==> src/design/ptma_pkg.sv <==
// Package for the point trail moving average block.
// Holds the item structs, sizing constants and the divider handshake types.
// No dependencies.
package ptma_pkg;

	localparam int MAX_WINDOW = 16;
	localparam int COORD_BITS = 12;

	// Width of the window size register and of the reported count
	localparam int CFG_BITS   = 5;
	localparam int COUNT_BITS = 5;

	// Internal sizing derived from the window depth
	localparam int SLOT_BITS = (MAX_WINDOW > 1) ? $clog2(MAX_WINDOW) : 1;
	localparam int CNT_BITS  = $clog2(MAX_WINDOW + 1);
	localparam int SUM_BITS  = COORD_BITS + CNT_BITS;

	typedef struct packed {
		logic                  kind;
		logic [COORD_BITS-1:0] x_coord;
		logic [COORD_BITS-1:0] y_coord;
	} in_item_t;

	typedef struct packed {
		logic [COORD_BITS-1:0] avg_x;
		logic [COORD_BITS-1:0] avg_y;
		logic [COUNT_BITS-1:0] point_count;
		logic                  avg_valid;
	} out_item_t;

	// Input kind codes
	localparam logic KIND_ADD  = 1'b0;
	localparam logic KIND_MISS = 1'b1;

	typedef struct packed {
		logic                start;
		logic [SUM_BITS-1:0] dividend;
		logic [CNT_BITS-1:0] divisor;
	} div_req_t;

	typedef struct packed {
		logic                done;
		logic [SUM_BITS-1:0] quotient;
	} div_rsp_t;

endpackage

==> src/design/point_trail_moving_average.sv <==
// Point trail moving average: top level with sequencer, point store and sums.
// Depends on ptma_pkg, ptma_ram and ptma_div.
//
// Each accepted item either adds a point (kind 0) or reports a missed
// detection (kind 1), and yields exactly one result item: the truncated mean
// of the stored x and y positions and the number of stored points. The store
// is a ring of MAX_WINDOW entries in a RAM; running sums are kept so only
// the evicted point has to be read back. One serial divider produces the x
// mean and then the y mean, one quotient bit per cycle. For an item with a
// non-empty window after its update, almost all of the time from accept to
// the next accept goes to the two divider passes; an item that leaves the
// window empty skips the divider. in_ready is high only while the sequencer
// is idle. The result sits in an output register, so the next item can be
// accepted while the previous result still waits for out_ready. Writing
// window_size empties the window; values above MAX_WINDOW act as MAX_WINDOW
// and zero keeps the window empty. Reset sets window_size to 10 and empties
// the window.
module point_trail_moving_average (
	input  logic                               clk,
	input  logic                               arst_n,
	input  logic                               in_valid,
	output logic                               in_ready,
	input  ptma_pkg::in_item_t                 in_data,
	output logic                               out_valid,
	input  logic                               out_ready,
	output ptma_pkg::out_item_t                out_data,
	input  logic                               cfg_wr_en,
	input  logic [ptma_pkg::CFG_BITS-1:0]      cfg_wr_data
);
	import ptma_pkg::*;

	// Sequencer states
	localparam logic [2:0] S_IDLE = 3'd0;
	localparam logic [2:0] S_UPD  = 3'd1;
	localparam logic [2:0] S_DX   = 3'd2;
	localparam logic [2:0] S_WX   = 3'd3;
	localparam logic [2:0] S_DY   = 3'd4;
	localparam logic [2:0] S_WY   = 3'd5;
	localparam logic [2:0] S_OUT  = 3'd6;

	localparam logic [CFG_BITS-1:0]  WINDOW_RESET = CFG_BITS'(10);
	localparam logic [SLOT_BITS-1:0] SLOT_LAST    = SLOT_BITS'(MAX_WINDOW - 1);

	logic [2:0]            state_q;
	logic [CFG_BITS-1:0]   win_q;
	logic [SLOT_BITS-1:0]  oldest_q;
	logic [CNT_BITS-1:0]   fill_q;
	logic [SUM_BITS-1:0]   sum_x_q;
	logic [SUM_BITS-1:0]   sum_y_q;
	logic                  out_valid_q;

	// Captured item and divider results (payload, no reset)
	logic                  kind_q;
	logic [COORD_BITS-1:0] x_q;
	logic [COORD_BITS-1:0] y_q;
	logic [COORD_BITS-1:0] ax_q;
	logic [COORD_BITS-1:0] ay_q;
	out_item_t             out_data_q;

	logic                    accept;
	logic [CNT_BITS-1:0]     lim;
	logic                    drop;
	logic                    app;
	logic [CNT_BITS-1:0]     fill_mid;
	logic [SLOT_BITS-1:0]    oldest_mid;
	logic [CNT_BITS:0]       slot_sum;
	logic [SLOT_BITS-1:0]    wr_slot;
	logic [2*COORD_BITS-1:0] rd_data;
	logic [COORD_BITS-1:0]   old_x;
	logic [COORD_BITS-1:0]   old_y;
	logic [SUM_BITS-1:0]     sum_x_nxt;
	logic [SUM_BITS-1:0]     sum_y_nxt;
	logic                    res_free;
	div_req_t                div_req;
	div_rsp_t                div_rsp;

	assign accept   = in_valid && in_ready;
	assign in_ready = (state_q == S_IDLE);
	assign res_free = !out_valid_q || out_ready;

	// Clamp the window size to the store depth
	always_comb begin
		if (32'(win_q) > MAX_WINDOW) begin
			lim = CNT_BITS'(MAX_WINDOW);
		end else begin
			lim = CNT_BITS'(win_q);
		end
	end

	// Window update: evict the oldest point when full or on a miss, then append
	always_comb begin
		old_x      = rd_data[2*COORD_BITS-1:COORD_BITS];
		old_y      = rd_data[COORD_BITS-1:0];
		drop       = (fill_q != '0) && ((kind_q == KIND_MISS) || (fill_q >= lim));
		fill_mid   = fill_q - CNT_BITS'(drop);
		app        = (kind_q == KIND_ADD) && (fill_mid < lim);
		oldest_mid = oldest_q;
		if (drop) begin
			oldest_mid = (oldest_q == SLOT_LAST) ? '0 : oldest_q + 1'b1;
		end
		slot_sum = (CNT_BITS+1)'(oldest_mid) + (CNT_BITS+1)'(fill_mid);
		if (32'(slot_sum) >= MAX_WINDOW) begin
			slot_sum = slot_sum - (CNT_BITS+1)'(MAX_WINDOW);
		end
		wr_slot   = slot_sum[SLOT_BITS-1:0];
		sum_x_nxt = sum_x_q - (drop ? SUM_BITS'(old_x) : '0) + (app ? SUM_BITS'(x_q) : '0);
		sum_y_nxt = sum_y_q - (drop ? SUM_BITS'(old_y) : '0) + (app ? SUM_BITS'(y_q) : '0);
	end

	// Read port always points at the oldest slot; data is ready in S_UPD
	ptma_ram #(
		.WIDTH (2 * COORD_BITS),
		.DEPTH (MAX_WINDOW)
	) u_store (
		.clk     (clk),
		.wr_en   ((state_q == S_UPD) && app),
		.wr_addr (wr_slot),
		.wr_data ({x_q, y_q}),
		.rd_addr (oldest_q),
		.rd_data (rd_data)
	);

	// Feed the shared divider: x sum first, then y sum
	always_comb begin
		div_req.start    = (state_q == S_DX && fill_q != '0) || (state_q == S_DY);
		div_req.dividend = (state_q == S_DY) ? sum_y_q : sum_x_q;
		div_req.divisor  = fill_q;
	end

	ptma_div u_div (
		.clk    (clk),
		.arst_n (arst_n),
		.req    (div_req),
		.rsp    (div_rsp)
	);

	// Sequencer and window state
	always_ff @(posedge clk or negedge arst_n) begin
		if (!arst_n) begin
			state_q     <= S_IDLE;
			win_q       <= WINDOW_RESET;
			oldest_q    <= '0;
			fill_q      <= '0;
			sum_x_q     <= '0;
			sum_y_q     <= '0;
			out_valid_q <= 1'b0;
		end else begin
			// Drop the taken result unless a new one loads in its place
			if (out_valid_q && out_ready && (state_q != S_OUT)) begin
				out_valid_q <= 1'b0;
			end
			case (state_q)
				S_IDLE: begin
					if (accept) begin
						state_q <= S_UPD;
					end
				end
				S_UPD: begin
					oldest_q <= oldest_mid;
					fill_q   <= fill_mid + CNT_BITS'(app);
					sum_x_q  <= sum_x_nxt;
					sum_y_q  <= sum_y_nxt;
					state_q  <= S_DX;
				end
				S_DX: begin
					// Skip the divider when the window is empty
					state_q <= (fill_q == '0) ? S_OUT : S_WX;
				end
				S_WX: begin
					if (div_rsp.done) begin
						state_q <= S_DY;
					end
				end
				S_DY: begin
					state_q <= S_WY;
				end
				S_WY: begin
					if (div_rsp.done) begin
						state_q <= S_OUT;
					end
				end
				S_OUT: begin
					// Hold until the output register is free
					if (res_free) begin
						out_valid_q <= 1'b1;
						state_q     <= S_IDLE;
					end
				end
				default: begin
					state_q <= S_IDLE;
				end
			endcase
			// Register write empties the window
			if (cfg_wr_en) begin
				win_q    <= cfg_wr_data;
				oldest_q <= '0;
				fill_q   <= '0;
				sum_x_q  <= '0;
				sum_y_q  <= '0;
			end
		end
	end

	// Payload capture
	always_ff @(posedge clk) begin
		if (accept) begin
			kind_q <= in_data.kind;
			x_q    <= in_data.x_coord;
			y_q    <= in_data.y_coord;
		end
		if (state_q == S_WX && div_rsp.done) begin
			ax_q <= div_rsp.quotient[COORD_BITS-1:0];
		end
		if (state_q == S_WY && div_rsp.done) begin
			ay_q <= div_rsp.quotient[COORD_BITS-1:0];
		end
		if (state_q == S_OUT && res_free) begin
			out_data_q.avg_valid   <= (fill_q != '0);
			out_data_q.avg_x       <= (fill_q != '0) ? ax_q : '0;
			out_data_q.avg_y       <= (fill_q != '0) ? ay_q : '0;
			out_data_q.point_count <= COUNT_BITS'(fill_q);
		end
	end

	assign out_valid = out_valid_q;
	assign out_data  = out_data_q;

endmodule

==> src/design/ptma_ram.sv <==
// Generic single-write, single-read RAM with registered read data.
// Standalone; no package dependency.
module ptma_ram #(
	parameter int WIDTH = 24,
	parameter int DEPTH = 16
) (
	input  logic                                       clk,
	input  logic                                       wr_en,
	input  logic [((DEPTH > 1) ? $clog2(DEPTH) : 1)-1:0] wr_addr,
	input  logic [WIDTH-1:0]                           wr_data,
	input  logic [((DEPTH > 1) ? $clog2(DEPTH) : 1)-1:0] rd_addr,
	output logic [WIDTH-1:0]                           rd_data
);

	logic [WIDTH-1:0] mem_q [DEPTH];

	always_ff @(posedge clk) begin
		if (wr_en) begin
			mem_q[wr_addr] <= wr_data;
		end
		rd_data <= mem_q[rd_addr];
	end

endmodule

==> src/design/ptma_div.sv <==
// Serial restoring divider, one quotient bit per cycle.
// Depends on ptma_pkg for widths and the request/response structs.
module ptma_div (
	input  logic              clk,
	input  logic              arst_n,
	input  ptma_pkg::div_req_t req,
	output ptma_pkg::div_rsp_t rsp
);
	import ptma_pkg::*;

	localparam int STEP_BITS = (SUM_BITS > 1) ? $clog2(SUM_BITS) : 1;
	localparam logic [STEP_BITS-1:0] STEP_LAST = STEP_BITS'(SUM_BITS - 1);

	logic                 busy_q;
	logic                 done_q;
	logic [STEP_BITS-1:0] step_q;
	logic [CNT_BITS-1:0]  rem_q;
	logic [SUM_BITS-1:0]  quo_q;
	logic [CNT_BITS-1:0]  dvs_q;

	logic [CNT_BITS:0] rem_sh;
	logic [CNT_BITS:0] rem_sub;
	logic              fits;

	always_comb begin
		rem_sh  = {rem_q, quo_q[SUM_BITS-1]};
		rem_sub = rem_sh - {1'b0, dvs_q};
		fits    = (rem_sh >= {1'b0, dvs_q});
	end

	always_ff @(posedge clk or negedge arst_n) begin
		if (!arst_n) begin
			busy_q <= 1'b0;
			done_q <= 1'b0;
			step_q <= '0;
		end else begin
			done_q <= 1'b0;
			if (req.start) begin
				busy_q <= 1'b1;
				step_q <= '0;
			end else if (busy_q) begin
				step_q <= step_q + 1'b1;
				if (step_q == STEP_LAST) begin
					busy_q <= 1'b0;
					done_q <= 1'b1;
				end
			end
		end
	end

	always_ff @(posedge clk) begin
		if (req.start) begin
			rem_q <= '0;
			quo_q <= req.dividend;
			dvs_q <= req.divisor;
		end else if (busy_q) begin
			// Shift in the next dividend bit, subtract when it fits
			rem_q <= fits ? rem_sub[CNT_BITS-1:0] : rem_sh[CNT_BITS-1:0];
			quo_q <= {quo_q[SUM_BITS-2:0], fits};
		end
	end

	assign rsp.done     = done_q;
	assign rsp.quotient = quo_q;

endmodule

==> config.mk <==
export PLATFORM = sky130hd
export DESIGN_NAME = point_trail_moving_average
export DESIGN_NICKNAME = d
export VERILOG_FILES = /design/src/design/ptma_pkg.sv /design/src/design/point_trail_moving_average.sv /design/src/design/ptma_ram.sv /design/src/design/ptma_div.sv
export SDC_FILE = /design/constraint.sdc
export NUM_CORES = 1
export LEC_CHECK = 0
export BUFFER_PORTS_ARGS = -buffer_cell sky130_fd_sc_hd__clkbuf_2
export CORE_MARGIN = 5
export CORE_UTILIZATION = 60
export DETAILED_ROUTE_END_ITERATION = 6
export PLACE_DENSITY = 0.77
export SYNTH_ARGS = -nofsm -noshare
export SYNTH_HDL_FRONTEND = slang
export SYNTH_SLANG_ARGS = --single-unit
==> constraint.sdc <==
create_clock -name clk -period 6.75 [get_ports clk]
set_input_delay 1.35 -clock clk [delete_from_list [all_inputs] [get_ports clk]]
set_output_delay 1.35 -clock clk [all_outputs]
set_load 0.005 [all_outputs]
==> results.yml, run 1 <==
run_status:
  status: "finished clean"
layout:
  final_common_cell: "edfxtp_1"
  nNetsFinal: 1721
  n_fill_cell: 2591
  diodes: 0
  fin_area_um2: 27800
  drive_gt1_frac: 0.224
  final_cell_mix: "485 x edfxtp_1, 120 x mux4_2, 103 x inv_1"
  final_cells: 2182
  area_growth_pct: 12.1
critical_path:
  start_kind: "flip-flop"
  critPathCaptureType: "flip-flop"
  worstSetupEndpoint: "sum_x_q[16]"
  crit_start: "win_q[4]"
  critPathMaxFanout: 29
  worstPathRequired_ns: 7.25
  r2r_cells: 25
  cp_data_arrival_time_ns: 6.66
  r2r-end: "sum_x_q[16]"
  r2r_start: "win_q[4]"
  rrSetupSlack_ns: 0.58
  critPathKind: "flip-flop to flip-flop"
sta:
  hold_viol_final: 0
  fin_ws_ns: 0.581
  fin_crit_sh: 0.914
  worst_pin_slew_ns: 1.18
  tns_ns: 0
  finalMaxSlewViolations: 0
  fin_crit_ns: 6.17
  rsz0062_at_grt: "no"
  fmax_mhz: 162
  maxSlewHeadroom: 0.215
  skew_ns: 0.0239
  setup_violations: 0
floorplanning:
  placeableCoreArea_um2: 40800
  num_io_pins: 67
  num_rows: 74
  die_w_um: 213
  die_h_um: 213
  dieArea_um2: 45500
  start_util: 0.608
placement:
  placed_area_um2: 25900
  port_buffers: 66
  gp_congestion: 0.889
  dpl_worst_slack_ns: 0.629
  dp_hpwl_mm: 30.4
  place_inst: 2076
power:
  vdd_drop_max_uv: 265
  p_leak_nw: 9.88
  power_density_nw_per_um2: 481
synthesis:
  syn_inst: 1515
  syn_area_um2: 24800
  ys_warn_count: 0
  synth-seq-cells: 573
  synthArstFlopShare: 0.103
  synth-edff-count: 485
  ys_seq_area_frac: 0.670
  synth_ff_type: "edfxtp_1"
  avgSynthCellArea_um2: 16.4
  synth_fp_nets: 1634
  synth_cell_types: 86
grt:
  antenna_found_initial: 0
  grt_pass1_vias: 13600
  grt_max_degree: 68
  track_usage: 0.231
  grt.overflow.total: 0
  grt_pass1_wl_mm: 80.0
clock_network:
  cts-hold-fix-buffers: 0
  htree_levels: 2
  clkSlewWorstSetupHoldPaths_ns: 0.06
  cts_buffer_depth: 3
  cts-root-buf: "clkbuf_16"
  cts_tree: "yes"
  post_cts_buffers: 0
  cts.sinks: 573
  clkLatencyLatePin_ns: 0.62
  cts_buffers: 56
  ctsResizeCount: 0
detailed_routing:
  num_vias: 13500
  routed_wl_mm: 51.1
  wl_per_cell_um: 23.4
  drt-pass1-iter-count: 6
  vias_per_cell: 6.17
  drc: 0
  ant_nets: 0
  drtIter0Drc: 1234
hold_path:
  hp-class: "flip-flop to flip-flop"
flow_run:
  drv_cap: 0
==> synth_stat cells, drive strengths merged (4+ instances only) <==
| cell | instances | area [µm²] |
|---|---|---|
| mux4 | 120 | 2700 |
| dfrtp | 57 | 1430 |
| dfxtp | 29 | 581 |
| and3 | 32 | 200 |
| mux2 | 7 | 86.3 |
| or3 | 8 | 53.8 |
| fa | 26 | 521 |
| a211oi | 17 | 133 |
| nand4 | 8 | 50.1 |
| mux2i | 23 | 230 |
| and2 | 28 | 181 |
| buf | 37 | 228 |
| nand3 | 23 | 133 |
| ha | 58 | 726 |
| nor2b | 10 | 62.6 |
| nand2 | 75 | 282 |
| inv | 104 | 390 |
| nand2b | 11 | 68.8 |
| a31oi | 7 | 43.8 |
| xnor2 | 10 | 87.6 |
| nor2 | 65 | 254 |
| o21a | 12 | 90.1 |
| o211ai | 4 | 35.0 |
| a21oi | 68 | 344 |
| nor3 | 25 | 130 |
| clkbuf | 33 | 144 |
| xor2 | 20 | 175 |
| a21o | 8 | 60.1 |
| o21ai | 40 | 200 |
| edfxtp | 485 | 14600 |
==> per-layer routing <==
metal | track usage | share of wire | wire, µm | up-vias
li1 | - | - | - | 5993
met1 | 0.332 | 0.41 | 21000 | 6858
met2 | 0.374 | 0.50 | 25400 | 512
met3 | 0.0351 | 0.064 | 3280 | 94
met4 | 0.0757 | 0.028 | 1440 | 0
met5 | 0 | 0 | 0 | -
==> cell families (layout without fill, tap and decap cells) <==
family | Yosys count | count (layout) | share of synthesized area
flip-flops | 573 | 573 | 0.670
adder cells (fa/ha/maj) | 84 | 84 | 0.0502
AND/OR/NAND/NOR | 310 | 310 | 0.0657
XOR/XNOR | 30 | 30 | 0.0106
multiplexers | 150 | 150 | 0.122
AO/OA/AOI/OAI | 193 | 193 | 0.0511
buffers and inverters | 175 | 310 | 0.0309
==> stage by stage <==
| step | util | hold slack [ns] | total power [mW] |
|---|---|---|---|
| 2_1_floorplan | - | 0.446 | 8.92 |
| 3_3_place_gp | 0.633 | 0.459 | 9.96 |
| 3_5_place_dp | 0.633 | 0.463 | 10.1 |
| 4_1_cts | 0.681 | 0.477 | 13.4 |
| 5_1_grt | 0.681 | 0.485 | 14.2 |
| 6_report | 0.681 | 0.472 | 13.4 |
==> power breakdown <==
group          switching (mW)  leakage, nW  internal [mW]
Sequential              0.439         5.42           4.46
Clock                    1.33        0.946           1.92
Combinational            2.91         3.51           2.31
Total                    4.68         9.88           8.69
==> critical path: stages, from the launching register on <==
cell and delay (ns):
dfrtp_1 0.41, inv_1 0.16, nand2_1 0.11, ha_1 0.28
a211oi_1 0.28, o21ai_2 0.11, and2_1 0.20, ha_1 0.22
ha_1 0.26, nand2b_1 0.11, nor2_1 0.05, xor2_1 0.16
ha_1 0.34, a211o_1 0.29, a31oi_2 0.16, buf_4 0.35
nand2_1 0.13, fa_1 0.54, inv_1 0.04, ha_1 0.35
a21o_1 0.21, a21oi_1 0.35, o21ai_0 0.22, a311o_1 0.37
and4_1 0.17, o21a_1 0.18
==> flip-flops by register name, indices dropped and copies added (netlist names), 12 cells and up <==
name and flops:
u_store.mem_q 384, out_data 30, u_store.rd_data 24, sum_x_q 17, sum_y_q 17, u_div.quo_q 17
ax_q 12, ay_q 12, x_q 12, y_q 12
==> worst min-delay path by stage <==
stage | from | to | slack, ns | depth (start not counted)
finish | u_div.rem_q[4] | u_div.rem_q[4] | 0.47 | 2
global route | u_div.rem_q[4] | u_div.rem_q[4] | 0.49 | 2
CTS | u_div.rem_q[4] | u_div.rem_q[4] | 0.48 | 2
detailed placement | u_div.quo_q[0] | ay_q[0] | 0.46 | 0
global placement | u_div.quo_q[1] | ay_q[1] | 0.46 | 0
floorplan | u_div.quo_q[0] | ax_q[0] | 0.45 | 0
==> layout make-up <==
cell class	count	area (µm²)	share of cell area
flip-flops and latches	573	16600	0.598
multi-input cells	767	7590	0.273
clock buffers	79	1590	0.0571
well taps	532	666	0.0239
repair buffers	99	578	0.0208
inverters	105	394	0.0142
clock inverters	27	364	0.0131
No activity file was read; power rests on OpenSTA's default activity.
==> run 2, diff against run 1 <==
--- a/config.mk
+++ b/config.mk
@@ -12,4 +12,5 @@
 export PLACE_DENSITY = 0.77
 export SYNTH_ARGS = -nofsm -noshare
 export SYNTH_HDL_FRONTEND = slang
+export SYNTH_HIERARCHICAL = 1
 export SYNTH_SLANG_ARGS = --single-unit
==> run 2 against run 1 <==
Clock-buffer cell count fell by 12; combinational power hardly changed; cell area fell by 0.50%; final cell count up 3.2%; worst hold slack better by 0.0029 ns; fmax fell by 1.2%; sequential power decreased by 1%; highest routed layer unchanged.
==> results.yml, run 2 <==
sta:
  tns_ns: 0
  fin_crit_sh: 0.925
  rsz0062_at_grt: "no"
  maxSlewHeadroom: 0.290
  setup_violations: 0
  finalMaxSlewViolations: 0
  skew_ns: 0.0226
  fmax_mhz: 160
  fin_crit_ns: 6.24
  fin_ws_ns: 0.507
  hold_viol_final: 0
  worst_pin_slew_ns: 1.06
synthesis:
  synthTopCellsByArea: "edfxtp_1 59%, mux4_2 8.7%, dfrtp_1 5.8%"
  synth-compound-area-share: 0.0665
  yosys-top-cells-count: "485 x edfxtp_1, 117 x nand2_1, 110 x inv_1"
  synth-edff-count: 485
  synth_fp_nets: 1703
  synth-adder-area-share: 0.0504
  synth-seq-cells: 573
  ys_warn_count: 6
  synth_cell_types: 72
  synth_top_area_frac: 0.589
  avgSynthCellArea_um2: 15.6
  synth-simple-area-share: 0.0709
  synth_top_family_by_area: "multiplexers"
  synthArstFlopShare: 0.103
  synth_xor_area_frac: 0.00956
  syn_inst: 1584
  syn_area_um2: 24700
  yosys.area.top_type: "edfxtp_1"
  synthMuxAreaShare: 0.101
  ys_seq_area_frac: 0.672
  synth_ff_type: "edfxtp_1"
  post-synth-top-count-cell: "edfxtp_1"
hold_path:
  min_from: "u_div/rem_q[4]"
  holdPathEnd: "u_div/rem_q[4]"
  hp-class: "flip-flop to flip-flop"
  hold_depth: 1
floorplanning:
  placeableCoreArea_um2: 40800
  start_util: 0.606
  num_io_pins: 67
  dieArea_um2: 45400
  die_w_um: 213
  die_h_um: 213
  num_rows: 74
grt:
  antenna_found_initial: 0
  grt.overflow.total: 0
  track_usage: 0.235
  grt_max_degree: 60
  grt_pass1_vias: 14000
  grt_pass1_wl_mm: 81.5
clock_network:
  cts_buffer_depth: 3
  htree_levels: 2
  cts.sinks: 573
  cts-hold-fix-buffers: 0
  cts-root-buf: "clkbuf_16"
  cts_buffers: 55
  clkSlewWorstSetupHoldPaths_ns: 0.06
  ctsResizeCount: 0
  cts_tree: "yes"
  clkLatencyLatePin_ns: 0.61
detailed_routing:
  drt-pass1-iter-count: 5
  ant_nets: 0
  top_layer: "met4"
  route.met2.wl_mm: 25.9
  vias_per_cell: 6.14
  met3_wirelength_mm: 4.03
  drc: 0
  drtIter0Drc: 1473
  wl_met1_mm: 20.8
  num_vias: 13800
  routed_wl_mm: 52.0
  wl_per_cell_um: 23.1
critical_path:
  r2r_start: "win_q[4]"
  rrSetupSlack_ns: 0.51
  critPathCaptureType: "flip-flop"
  worstPathRequired_ns: 7.28
  start_kind: "flip-flop"
  critPathMaxFanout: 12
  critPathKind: "flip-flop to flip-flop"
  r2r_cells: 27
  r2r-end: "sum_x_q[9]"
  cp_data_arrival_time_ns: 6.78
layout:
  final_common_cell: "edfxtp_1"
  largest_reg_flops: 384
  final_cell_mix: "485 x edfxtp_1, 117 x nand2_1, 110 x inv_1"
  n_fill_cell: 2639
  nNetsFinal: 1794
  diodes: 0
  multi_input_area_um2: 7470
  area_growth_pct: 11.8
  ff_latch_area_um2: 16600
  drive_gt1_frac: 0.207
  top_register: "u_store/mem_q"
placement:
  port_buffers: 66
  gp_congestion: 0.858
  dpl_worst_slack_ns: 0.289
  dp_hpwl_mm: 30.8
power:
  vdd_drop_max_uv: 319
  p_seq_frac: 0.368
  p_sw_frac: 0.357
  combPwrFrac: 0.395
  net-switching-power_mw: 4.70
  power.internal_mw: 8.46
  power_density_nw_per_um2: 476
  clockPowerShare: 0.237
  p_leak_nw: 9.80
run_status:
  status: "finished clean"
flow_run:
  drv_cap: 0
==> run 2: cell count changes after synthesis, moves of 14 or more <==
cell     change
a21oi_1     -14
mux4_2      -24
mux2i_1     -17
nand2_1     +42
nor2b_1     +21
and3_1      -26
a22oi_1     +48
mux2_2      +19
==> run 2: routing by layer <==
metal / global-route usage / vias up
met5: 0 / -
met2: 0.392 / 598
li1: - / 6193
met4: 0.0633 / 0
met3: 0.0361 / 91
met1: 0.332 / 6952
==> run 2: kinds of logic after synthesis <==
group                      after synthesis
DFF                                    573
muxes                                  126
and+or+nand+nor                        348
adders and majority gates               84
xor gates and xnor gates                27
buffers and inverters                  181
AOI/OAI and AO/OA                      245
==> run 2: repair_timing <==
action	CTS	global route
setup buffers	0	3
endpoints found under the hold margin	0	0
setup endpoints to repair	0	6
==> run 2: power by group through the flow <==
| stage | clock network [mW] | logic, mW | registers [mW] |
|---|---|---|---|
| 5_1_grt | 3.33 | 5.78 | 4.91 |
| 2_1_floorplan | 0 | 4.02 | 4.68 |
| 4_1_cts | 3.17 | 5.08 | 4.85 |
| 3_3_place_gp | 0 | 4.90 | 4.88 |
| 6_report | 3.12 | 5.19 | 4.85 |
| 3_5_place_dp | 0 | 5.04 | 4.92 |
==> run 2: worst max-delay path by stage <==
stage	startpoint	end	slack, ns	cells after the start
final	win_q[4]	sum_x_q[9]	0.51	27
after global routing	win_q[4]	sum_x_q[9]	0.11	27
after CTS	win_q[4]	sum_x_q[9]	0.26	26
after detailed placement	win_q[4]	sum_x_q[9]	0.29	26
after global placement	win_q[4]	sum_x_q[9]	0.45	26
after floorplan	win_q[4]	u_store/mem_q[0][0]	0.48	20
==> run 2: through the flow <==
stage | std cells | hold slack [ns] | cell area, µm² | utilization | power (mW)
after floorplan | 1584 | 0.441 | 24700 | - | 8.70
after global placement | 2147 | 0.454 | 25800 | 0.631 | 9.79
after detailed placement | 2147 | 0.463 | 25800 | 0.631 | 9.96
after CTS | 2249 | 0.477 | 27600 | 0.677 | 13.1
after global routing | 2252 | 0.486 | 27700 | 0.678 | 14.0
final | 2252 | 0.475 | 27700 | 0.678 | 13.2
==> run 2: cell type report <==
cell class	instances	share of cell area
clock buffer	67	0.0521
sequential	573	0.601
inverter	110	0.0149
tap	532	0.0241
clock inverter	35	0.0149
timing repair buffer	105	0.0230
multi-input combinational	830	0.270
==> run 2: critical path, cell delays in order, from the launching register on <==
cell	delay, ns
dfrtp_1	0.40
inv_1	0.14
nand2_1	0.10
ha_1	0.30
a21oi_1	0.15
o21ai_0	0.09
a31oi_1	0.34
nor2_2	0.07
ha_1	0.22
ha_1	0.35
inv_1	0.09
ha_1	0.27
a21o_1	0.15
a21o_1	0.17
a21o_1	0.20
a211oi_4	0.24
buf_12	0.16
buf_4	0.19
nand2_1	0.09
fa_1	0.51
inv_1	0.04
ha_1	0.37
and2_1	0.21
nand2_1	0.06
o211ai_1	0.42
nand3_1	0.17
a2111oi_0	0.48
a311o_1	0.18
